### src/design/ins_sort_pkg.sv
// Shared types for the insertion sorter cell chain.
package ins_sort_pkg;

  localparam int unsigned ValueW = 32;

  typedef logic signed [ValueW-1:0] value_t;

  // Per-cycle command broadcast to every cell
  typedef struct packed {
    logic insert;  // place the broadcast value into the chain
    logic pop;     // shift the chain toward cell 0 by one place
  } cell_ctrl_t;

  // What a cell shows its neighbors
  typedef struct packed {
    logic   valid;    // cell holds a value
    logic   greater;  // held value is strictly greater than the broadcast value
    value_t value;
  } cell_tap_t;

endpackage : ins_sort_pkg

### src/design/ins_sort_cell.sv
// One cell of the sorting chain: holds a single value and its valid bit.
module ins_sort_cell (
  input  logic                    clk_i,
  input  logic                    rst_ni,
  input  ins_sort_pkg::cell_ctrl_t ctrl_i,
  input  ins_sort_pkg::value_t    new_value_i,
  input  ins_sort_pkg::cell_tap_t prev_i,   // neighbor toward the smallest value
  input  ins_sort_pkg::cell_tap_t next_i,   // neighbor toward the largest value
  output ins_sort_pkg::cell_tap_t tap_o
);
  import ins_sort_pkg::*;

  logic   valid_q, valid_d;
  value_t value_q, value_d;
  logic   greater;
  logic   take_prev;
  logic   take_new;

  // Stable ordering: only strictly greater values move up
  assign greater = valid_q && (value_q > new_value_i);

  // Greater cells form a suffix, so the lower neighbor shifting means we shift too
  assign take_prev = ctrl_i.insert && prev_i.greater;
  assign take_new  = ctrl_i.insert && !prev_i.greater &&
                     (greater || (!valid_q && prev_i.valid));

  // Next-state selection
  always_comb begin
    valid_d = valid_q;
    value_d = value_q;
    if (ctrl_i.pop) begin
      valid_d = next_i.valid;
      value_d = next_i.value;
    end else if (take_prev) begin
      valid_d = 1'b1;
      value_d = prev_i.value;
    end else if (take_new) begin
      valid_d = 1'b1;
      value_d = new_value_i;
    end
  end

  // Valid bit
  always_ff @(posedge clk_i or negedge rst_ni) begin
    if (!rst_ni) begin
      valid_q <= 1'b0;
    end else begin
      valid_q <= valid_d;
    end
  end

  // Payload
  always_ff @(posedge clk_i) begin
    value_q <= value_d;
  end

  assign tap_o = '{valid: valid_q, greater: greater, value: value_q};

endmodule : ins_sort_cell

### config.mk
export PLATFORM = sky130hd
export DESIGN_NAME = ins_sort_cell
export DESIGN_NICKNAME = d
export VERILOG_FILES = /design/src/design/ins_sort_pkg.sv /design/src/design/ins_sort_cell.sv
export SDC_FILE = /design/constraint.sdc
export NUM_CORES = 1
export LEC_CHECK = 0
export ABC_AREA = 1
export BUFFER_PORTS_ARGS = -buffer_cell sky130_fd_sc_hd__buf_2
export CORE_MARGIN = 4
export CORE_UTILIZATION = 36
export DETAILED_ROUTE_END_ITERATION = 8
export GPL_TIMING_DRIVEN = 0
export PLACE_DENSITY_LB_ADDON = 0.08
export SLEW_MARGIN = 0
export SYNTH_ARGS = -nofsm -noshare
export SYNTH_HDL_FRONTEND = slang
export SYNTH_SLANG_ARGS = --single-unit
### constraint.sdc
create_clock -name clk_i -period 3.16 [get_ports clk_i]
set_input_delay 0 -clock clk_i [delete_from_list [all_inputs] [get_ports clk_i]]
set_output_delay 0 -clock clk_i [all_outputs]
set_load 0.03 [all_outputs]
==> impl_results.rst, run 1 <==
.. list-table::
   :header-rows: 1

   * - Metric
     - Value
   * - Outcome
     - completed
   * - Net Sw Frac
     - 0.3617
   * - Number of non-filler instances in the completed layout
     - 580
   * - Register share of total power
     - 0.406
   * - Final net count
     - about 620
   * - Chip width
     - between 90 and 100 um
   * - Worst Reg-to-Reg Cells
     - 12
   * - Area growth from synthesis to final layout
     - 36.13%
   * - Number of buffers inserted during clock tree synthesis
     - 5
   * - Final critical-path share of the clock period
     - 0.8192
   * - Post-placement cell count
     - 568
   * - Total number of yosys warnings
     - 0
   * - Setup Viol. Count Final
     - 0
   * - Standard-cell row count
     - 30
   * - Total Die Area
     - ~8600 um^2
   * - Number of storage elements in the synthesis netlist
     - 33
   * - Syn avg cell area
     - ~7.7 um^2
   * - Switching power
     - roughly 0.00051 W
   * - Clock latency at the later pin of the worst-skew pair
     - 0.29 ns
   * - Via count
     - around 2.7k
   * - Global Route Usage Sum
     - 0.1743
   * - Max capacitance violation total
     - 0
   * - Number of global-route vias before repair
     - approximately 2.6k
   * - Starting density of the core
     - 0.3750
   * - DRT Wirelength
     - ~7500 um
   * - Largest fanout on the critical path
     - 23
   * - Category of the worst setup path capture point
     - flip-flop
   * - CP Data Arrival Time
     - about 2.6 ns
   * - DP Area
     - 3377 um^2
   * - Most common cell after layout, fill and taps aside
     - sky130_fd_sc_hd__buf_2
   * - Count of antenna-violating nets left after detailed routing
     - 0
   * - Startpoint type of the worst setup path
     - flip-flop
   * - Commonest cells after routing, fill and taps aside
     - sky130_fd_sc_hd__buf_2, sky130_fd_sc_hd__nand2_1, sky130_fd_sc_hd__inv_1
   * - Critical Setup Path Class
     - flip-flop to flip-flop
   * - Maximum operating frequency
     - 386.3 MHz
   * - Netlist area before placement
     - around 2600 um^2
   * - Io pins
     - between 100 and 150
   * - Vert. Die Dim
     - 92.60 um
   * - Fin Hold WS
     - 0.05114 ns
   * - Layout cells sized above 1
     - 0.3313
   * - Number of standard cells after synthesis
     - around 340
   * - Wire length per cell after detailed routing
     - ~13 um
   * - PwrDens
     - between 400 and 500 nW/um^2
   * - RSZ-0062 raised after global routing
     - no
   * - Residual DRC
     - 0
   * - Sequential share of the synthesized area
     - 0.3827
   * - Clock tree from TritonCTS
     - built
   * - Hold Violations, Final
     - 0
   * - Synth Flop Type
     - sky130_fd_sc_hd__edfxtp_1
   * - Synth Net Count
     - roughly 470
   * - Logic gate share of total power
     - 0.367
   * - Number of different library cells in the post-synthesis netlist
     - 26
   * - Largest net degree at the start of global routing
     - 33
   * - Fraction of power consumed by the clock network
     - 0.228
   * - Share of synthesized flip-flops with an asynchronous set or reset
     - 0.03030
   * - Initial drt markers
     - between 90 and 100
   * - Least-Margin Pin Slew
     - around 0.54 ns
   * - Final critical-path required period
     - ~2.6 ns
   * - Clock-pin transition on the worst setup and hold timing paths
     - approximately 0.070 ns
   * - Static Leakage
     - between 1.5 and 2 nW
   * - Wire length of the first global-routing pass
     - around 12000 um
   * - Accumulated negative setup slack
     - 0 ns
   * - Number of enable-type register cells in the synthesized netlist
     - 32
   * - Worst clock skew
     - ~0.008 ns
   * - Buffers on Ports
     - approximately 140
   * - Maximum level of the CTS H-tree
     - 2
   * - Clk Tree Root Cell
     - sky130_fd_sc_hd__clkbuf_8
   * - Final Max Slew Viols
     - 0
   * - Internal power
     - 0.0009001 W
   * - Initial DRT Pass Iterations
     - 6
   * - Normalized max-slew margin
     - 0.6372
   * - Overall overflow remaining after global route
     - 0
   * - Cells on Worst Hold Path
     - 4
   * - Clock Tree Buf Depth
     - 2
   * - HPWL after DPL
     - 5913 um
   * - CTS Sinks
     - 33
   * - Required time of the critical path
     - roughly 3.2 ns
   * - Type of the most critical hold path
     - input port to flip-flop
   * - Maximum ir drop on the vdd rail
     - about 0.16 mV
   * - Core area
     - 6869 um^2
   * - Number of antenna violations at the first check in global routing
     - 1
   * - Final cell area excluding filler cells
     - 3507 um^2
   * - Global placement routability congestion
     - approximately 0.77
   * - Routed via count divided by cell count
     - approximately 4.6
   * - Number of gates resized after CTS
     - 0
-- final timing paths --
| path | start | to | slack [ns] |
|---|---|---|---|
| setup / recovery | value_q[11]$_DFFE_PP_ | value_q[20]$_DFFE_PP_ | 0.57 |
| hold / removal | next_i[33] | valid_q$_DFFE_PN0P_ | 0.05 |
| setup reg to reg | value_q[11]$_DFFE_PP_ | value_q[20]$_DFFE_PP_ | 0.57 |
| hold reg to reg | valid_q$_DFFE_PN0P_ | valid_q$_DFFE_PN0P_ | 0.52 |
| max in group asynchronous | rst_ni | valid_q$_DFFE_PN0P_ | 2.52 |
| min in group asynchronous | rst_ni | valid_q$_DFFE_PN0P_ | 0.54 |
-- flip-flops by register name, summed over array words and instances, names as in the netlist --
register  flops
value_q      32
valid_q       1
-- cells in the mapped netlist (2+ instances only) --
cell type | number | share of area
sky130_fd_sc_hd__a31oi_1 | 32 | 0.078
sky130_fd_sc_hd__nor2_2 | 3 | 0.0073
sky130_fd_sc_hd__nand2_1 | 103 | 0.15
sky130_fd_sc_hd__nand3_1 | 3 | 0.0058
sky130_fd_sc_hd__a21oi_1 | 14 | 0.027
sky130_fd_sc_hd__or2_2 | 2 | 0.0049
sky130_fd_sc_hd__nand2_2 | 4 | 0.0097
sky130_fd_sc_hd__nor2_1 | 39 | 0.057
sky130_fd_sc_hd__buf_4 | 2 | 0.0058
sky130_fd_sc_hd__o21a_1 | 2 | 0.0058
sky130_fd_sc_hd__inv_2 | 3 | 0.0044
sky130_fd_sc_hd__ha_1 | 32 | 0.16
sky130_fd_sc_hd__clkbuf_1 | 11 | 0.016
sky130_fd_sc_hd__o21ai_0 | 2 | 0.0039
sky130_fd_sc_hd__edfxtp_1 | 32 | 0.37
sky130_fd_sc_hd__inv_1 | 42 | 0.061
-- area by class of cell --
type	instances	area, um^2
tap	96	120.1
multi-input combinational	242	1353
sequential	33	985.9
buffer	15	65.06
inverter	46	172.7
clock buffer	8	80.08
fill	720	3362
timing repair buffer	139	728.2
antenna	1	2.502
-- routing by layer --
layer / vias up / wire length, um / global-route usage / part of all wire
met1: 1170 / 3265 / 0.2086 / 0.44
li1: 1404 / - / - / -
met4: 0 / 90 / 0.04703 / 0.012
met3: 8 / 639 / 0.05443 / 0.085
met2: 89 / 3490 / 0.3009 / 0.47
met5: - / 0 / 0 / 0
-- metrics by stage --
stage	util	worst slack, ns	power, W
after floorplan	-	0.5118	0.0009151
after global placement	0.4916	0.1489	0.001089
after detailed placement	0.4916	0.1009	0.001096
after CTS	0.5062	0.08178	0.001424
after global routing	0.5106	0.3224	0.001516
final	0.5106	0.5713	0.001410
-- worst max-delay path: stages (launching register included) --
cell and delay, ns:
sky130_fd_sc_hd__edfxtp_1 0.42, sky130_fd_sc_hd__ha_1 0.33, sky130_fd_sc_hd__a21oi_1 0.15, sky130_fd_sc_hd__nand2_1 0.06, sky130_fd_sc_hd__a21oi_1 0.17, sky130_fd_sc_hd__nand2_1 0.09, sky130_fd_sc_hd__nand2_1 0.08, sky130_fd_sc_hd__nand3_1 0.08
sky130_fd_sc_hd__nand3_2 0.10, sky130_fd_sc_hd__nand2_2 0.06, sky130_fd_sc_hd__nand2_2 0.07, sky130_fd_sc_hd__clkinv_1 0.38, sky130_fd_sc_hd__buf_16 0.33
-- power groups by stage --
stage | clock network (W) | logic, W | registers, W
global route | 0.000354 | 0.000583 | 0.000579
global placement | 0 | 0.000507 | 0.000582
finish | 0.000321 | 0.000517 | 0.000572
CTS | 0.000334 | 0.000516 | 0.000575
detailed placement | 0 | 0.000511 | 0.000584
floorplan | 0 | 0.000237 | 0.000678
-- what timing repair did --
item	CTS	global route
hold buffers	2	0
setup endpoints to repair	0	0
buffers inserted	0	0
endpoints found under the hold margin	1	0
-- kinds of logic (layout without fill, tap and decap cells) --
group | after synthesis | count (layout) | synth area share
compound gates | 53 | 53 | 0.1238
simple gates | 157 | 157 | 0.2457
fa+ha+maj | 32 | 32 | 0.1554
other cells | 0 | 1 | 0
buf+inv | 61 | 208 | 0.09227
flops | 33 | 33 | 0.3827
No activity file was read; power rests on OpenSTA's default activity.
==> run 2: changes to the inputs <==
ABC_AREA = 0   (was 1)
clock period = 2.63 ns   (was 3.16 ns; I/O delays follow)
==> run 2 against run 1 <==
Net effect:
- setup slack got worse by 0.47 ns
- sequential power up 23%
- hold slack worse by 0.045 ns
- non-clock buffer count increased by 30
- fmax up 2.2%
- critical endpoint is now value_q[26]$_DFFE_PP_
- largest power group is now combinational logic
==> impl_results.rst, run 2 <==
.. list-table::
   :header-rows: 1

   * - Metric
     - Value
   * - Least-Margin Pin Slew
     - 0.5388 ns (was 0.5442 ns)
   * - Worst-path cell chain
     - ha_1 > nand4_1 > a2111o_1 > a21oi_2 > nor3_2 > xnor2_2 > o31ai_4 > buf_4 > clkbuf_16 (was ha_1 > a21oi_1 > nand2_1 > a21oi_1 > nand2_1 > nand2_1 > nand3_1 > nand3_2 > nand2_2 > nand2_2 > clkinv_1 > buf_16)
   * - Number of storage elements in the synthesis netlist
     - 33 (unchanged)
   * - Hold Violations, Final
     - 0 (unchanged)
   * - Number of standard cells after synthesis
     - 268 (was 336)
   * - Buffers on Ports
     - 135 (was 136)
   * - Clock latency at the later pin of the worst-skew pair
     - 0.29 ns (about the same)
   * - PwrDens
     - 477.2 nW/um^2 (was 402.1 nW/um^2)
   * - CP peak stage delay
     - 0.40 ns (was 0.42 ns)
   * - Area growth from synthesis to final layout
     - 58.64% (was 36.13%)
   * - Starting density of the core
     - 0.3709 (was 0.3750)
   * - Top-area cell type share of the netlist area
     - 0.3813 (was 0.3730)
   * - Initial drt markers
     - 35 (was 91)
   * - Multi-input gate area in the final layout
     - 1541 um^2 (was 1353 um^2)
   * - Most common library cells after synthesis
     - sky130_fd_sc_hd__nand2_1, sky130_fd_sc_hd__o21ai_0, sky130_fd_sc_hd__inv_1 (was sky130_fd_sc_hd__nand2_1, sky130_fd_sc_hd__inv_1, sky130_fd_sc_hd__nor2_1)
   * - Residual DRC
     - 0 (unchanged)
   * - Category of the worst setup path capture point
     - flip-flop (unchanged)
   * - Number of inserted diodes
     - 0 (was 1)
   * - Post-synthesis cell type with the largest combined area
     - sky130_fd_sc_hd__edfxtp_1 (unchanged)
   * - Slowest CP cell
     - sky130_fd_sc_hd__a2111o_1 (was sky130_fd_sc_hd__edfxtp_1)
   * - Number of enable-type register cells in the synthesized netlist
     - 32 (unchanged)
   * - Final Max Slew Viols
     - 0 (unchanged)
   * - Max capacitance violation total
     - 0 (unchanged)
   * - Post-layout utilization of the core
     - 0.5884 (was 0.5106)
   * - Reg-to-reg setup timing slack
     - 0.1 ns (was 0.57 ns)
   * - Synth area leaders
     - sky130_fd_sc_hd__edfxtp_1, sky130_fd_sc_hd__ha_1, sky130_fd_sc_hd__mux2i_1 (was sky130_fd_sc_hd__edfxtp_1, sky130_fd_sc_hd__ha_1, sky130_fd_sc_hd__nand2_1)
   * - Biggest register
     - value_q (unchanged)
   * - Clk Tree Root Cell
     - sky130_fd_sc_hd__clkbuf_8 (unchanged)
   * - Worst clock skew
     - 0.004980 ns (was 0.008014 ns)
   * - Least setup slack across all paths after layout
     - 0.09729 ns (was 0.5713 ns)
   * - Maximum operating frequency
     - 394.8 MHz (was 386.3 MHz)
   * - Final critical-path required period
     - 2.533 ns (was 2.589 ns)
   * - HPWL after DPL
     - 5746 um (was 5913 um)
   * - Syn avg cell area
     - 9.403 um^2 (was 7.667 um^2)
   * - Static Leakage
     - 2.056 nW (was 1.855 nW)
   * - Routed via count divided by cell count
     - 4.669 (was 4.605)
   * - Clock-pin transition on the worst setup and hold timing paths
     - 0.07 ns (about the same)
   * - Synth Flop Type
     - sky130_fd_sc_hd__edfxtp_1 (unchanged)
   * - Outcome
     - completed (unchanged)
   * - Worst setup timing slack at the placement stage
     - -0.2074 ns (was 0.1009 ns)
   * - Clock tree from TritonCTS
     - built (unchanged)
   * - Largest registers
     - value_q (32), valid_q (1) (unchanged)
   * - Fin Hold WS
     - 0.006365 ns (was 0.05114 ns)
   * - Core area
     - 6794 um^2 (was 6869 um^2)
   * - Flip-flop count of the largest register after layout
     - 32 (unchanged)
   * - Commonest cells after routing, fill and taps aside
     - sky130_fd_sc_hd__buf_2, sky130_fd_sc_hd__nand2_1, sky130_fd_sc_hd__inv_1 (unchanged)
   * - Total number of yosys warnings
     - 0 (unchanged)
   * - Final net count
     - 583 (was 618)
   * - Largest net degree at the start of global routing
     - 18 (was 33)
   * - Number of different library cells in the post-synthesis netlist
     - 27 (was 26)
   * - Total Die Area
     - 8402 um^2 (was 8574 um^2)
   * - Netlist area before placement
     - 2520 um^2 (was 2576 um^2)
   * - FF/Latch Area
     - 985.9 um^2 (unchanged)
   * - Count of antenna-violating nets left after detailed routing
     - 0 (unchanged)
   * - Overall overflow remaining after global route
     - 0 (unchanged)
   * - CTS Sinks
     - 33 (unchanged)
   * - Setup Viol. Count Final
     - 0 (unchanged)
   * - Clock Tree Buf Depth
     - 2 (unchanged)
   * - Startpoint type of the worst setup path
     - flip-flop (unchanged)
   * - Io pins
     - 138 (unchanged)
   * - Maximum ir drop on the vdd rail
     - 0.2496 mV (was 0.1572 mV)
   * - Global placement routability congestion
     - 0.7600 (was 0.7679)
   * - Type of the most critical hold path
     - input port to flip-flop (unchanged)
   * - Vert. Die Dim
     - 91.67 um (was 92.60 um)
   * - Maximum level of the CTS H-tree
     - 2 (unchanged)
   * - Number of buffers inserted during clock tree synthesis
     - 5 (unchanged)
   * - DRT Wirelength
     - 7450 um (was 7486 um)
   * - Number of global-route vias before repair
     - 2602 (was 2637)
   * - Most common cell after layout, fill and taps aside
     - sky130_fd_sc_hd__buf_2 (unchanged)
   * - Largest fanout on the critical path
     - 5 (was 23)
   * - Accumulated negative setup slack
     - 0 ns (unchanged)
   * - Layout cells sized above 1
     - 0.4085 (was 0.3313)
   * - Synth Net Count
     - 404 (was 472)
   * - Sequential share of the synthesized area
     - 0.3913 (was 0.3827)
   * - Required time of the critical path
     - 2.64 ns (was 3.19 ns)
   * - Share of synthesized flip-flops with an asynchronous set or reset
     - 0.03030 (unchanged)
   * - Chip width
     - 91.67 um (was 92.60 um)
   * - Number of antenna violations at the first check in global routing
     - 0 (was 1)
   * - Global Route Usage Sum
     - 0.1744 (was 0.1743)
   * - Overall power of the completed layout
     - 0.001908 W (was 0.001410 W)
   * - Final critical-path share of the clock period
     - 0.9630 (was 0.8192)
   * - Most instantiated library cell after synthesis
     - sky130_fd_sc_hd__nand2_1 (unchanged)
   * - Standard-cell row count
     - 30 (unchanged)
   * - Via count
     - 2540 (was 2671)
   * - CP Data Arrival Time
     - 2.54 ns (was 2.62 ns)
   * - Wire length per cell after detailed routing
     - 13.69 um (was 12.91 um)
   * - Initial DRT Pass Iterations
     - 4 (was 6)
   * - Critical Setup Path Class
     - flip-flop to flip-flop (unchanged)
   * - Normalized max-slew margin
     - 0.6408 (was 0.6372)
   * - Wire length of the first global-routing pass
     - 11770 um (was 11820 um)
   * - Layout fillers
     - 602 (was 720)
run 2: cell types whose count changed after synthesis, sizes merged, moves of 2 or more:
cell,before,now
nor3,0,4
nor2,42,3
clkbuf,11,7
nand4,2,7
o21a,2,0
o211ai,0,2
nand2,107,43
a221oi,0,2
o21ai,2,37
or2,2,0
inv,45,35
a31oi,32,0
mux2i,0,32
run 2: cell families after synthesis:
family / synth area share
simple gates: 0.1072
compound gates: 0.1375
buf+inv: 0.07448
flops: 0.3913
mux: 0.1271
fa+ha+maj: 0.1589
xor+xnor: 0.003476
run 2: timing repair:
action	CTS	global route
setup buffers	2	6
pin swaps	4	5
endpoints found under the setup margin	32	33
hold buffers	25	0
gates cloned	0	2
resized for setup	4	16
hold endpoints to repair	25	0
run 2: metrics by stage:
step                area [um^2]  std cells
finish                     3998        544
global route               3998        544
CTS                        3826        536
detailed placement         3428        501
global placement           3386        499
floorplan                  2590        268
run 2: worst paths after layout:
kind / start / to / cells past startpoint
hold / removal: next_i[25] / value_q[25]$_DFFE_PP_ / 3
max in group asynchronous: rst_ni / valid_q$_DFFE_PN0P_ / 2
setup / recovery: value_q[11]$_DFFE_PP_ / value_q[26]$_DFFE_PP_ / 9
min in group asynchronous: rst_ni / valid_q$_DFFE_PN0P_ / 2
setup reg to reg: value_q[11]$_DFFE_PP_ / value_q[26]$_DFFE_PP_ / 9
hold reg to reg: valid_q$_DFFE_PN0P_ / valid_q$_DFFE_PN0P_ / 3
run 2: where the power goes:
part / switching [W] / internal, W
Sequential: 0.0000431 / 0.000660
Combinational: 0.000405 / 0.000327
Clock: 0.000193 / 0.000280
run 2: cell type report:
cell class,count,share of cell area
Multi-Input combinational cell,188,0.3856
Timing Repair Buffer,172,0.2642
Sequential cell,33,0.2466
Inverter,35,0.03286
Tap cell,96,0.03005
Clock buffer,6,0.01815
Buffer,12,0.01408
Clock inverter,2,0.008451
run 2: per-layer routing:
metal,vias up,share of wire,track usage
met4,0,0.012,0.05402
met1,1145,0.45,0.2271
met5,-,0,0
met2,76,0.47,0.2867
met3,8,0.066,0.04020
li1,1311,-,-
run 2: worst max-delay path: cells and delay by family, from the launching register on:
| kind | cells | cell delay [ns] |
|---|---|---|
| compound gates | 3 | 0.79 |
| xor+xnor | 1 | 0.16 |
| fa+ha+maj | 1 | 0.34 |
| buf+inv | 2 | 0.32 |
| flops | 1 | 0.39 |
| simple gates | 2 | 0.26 |
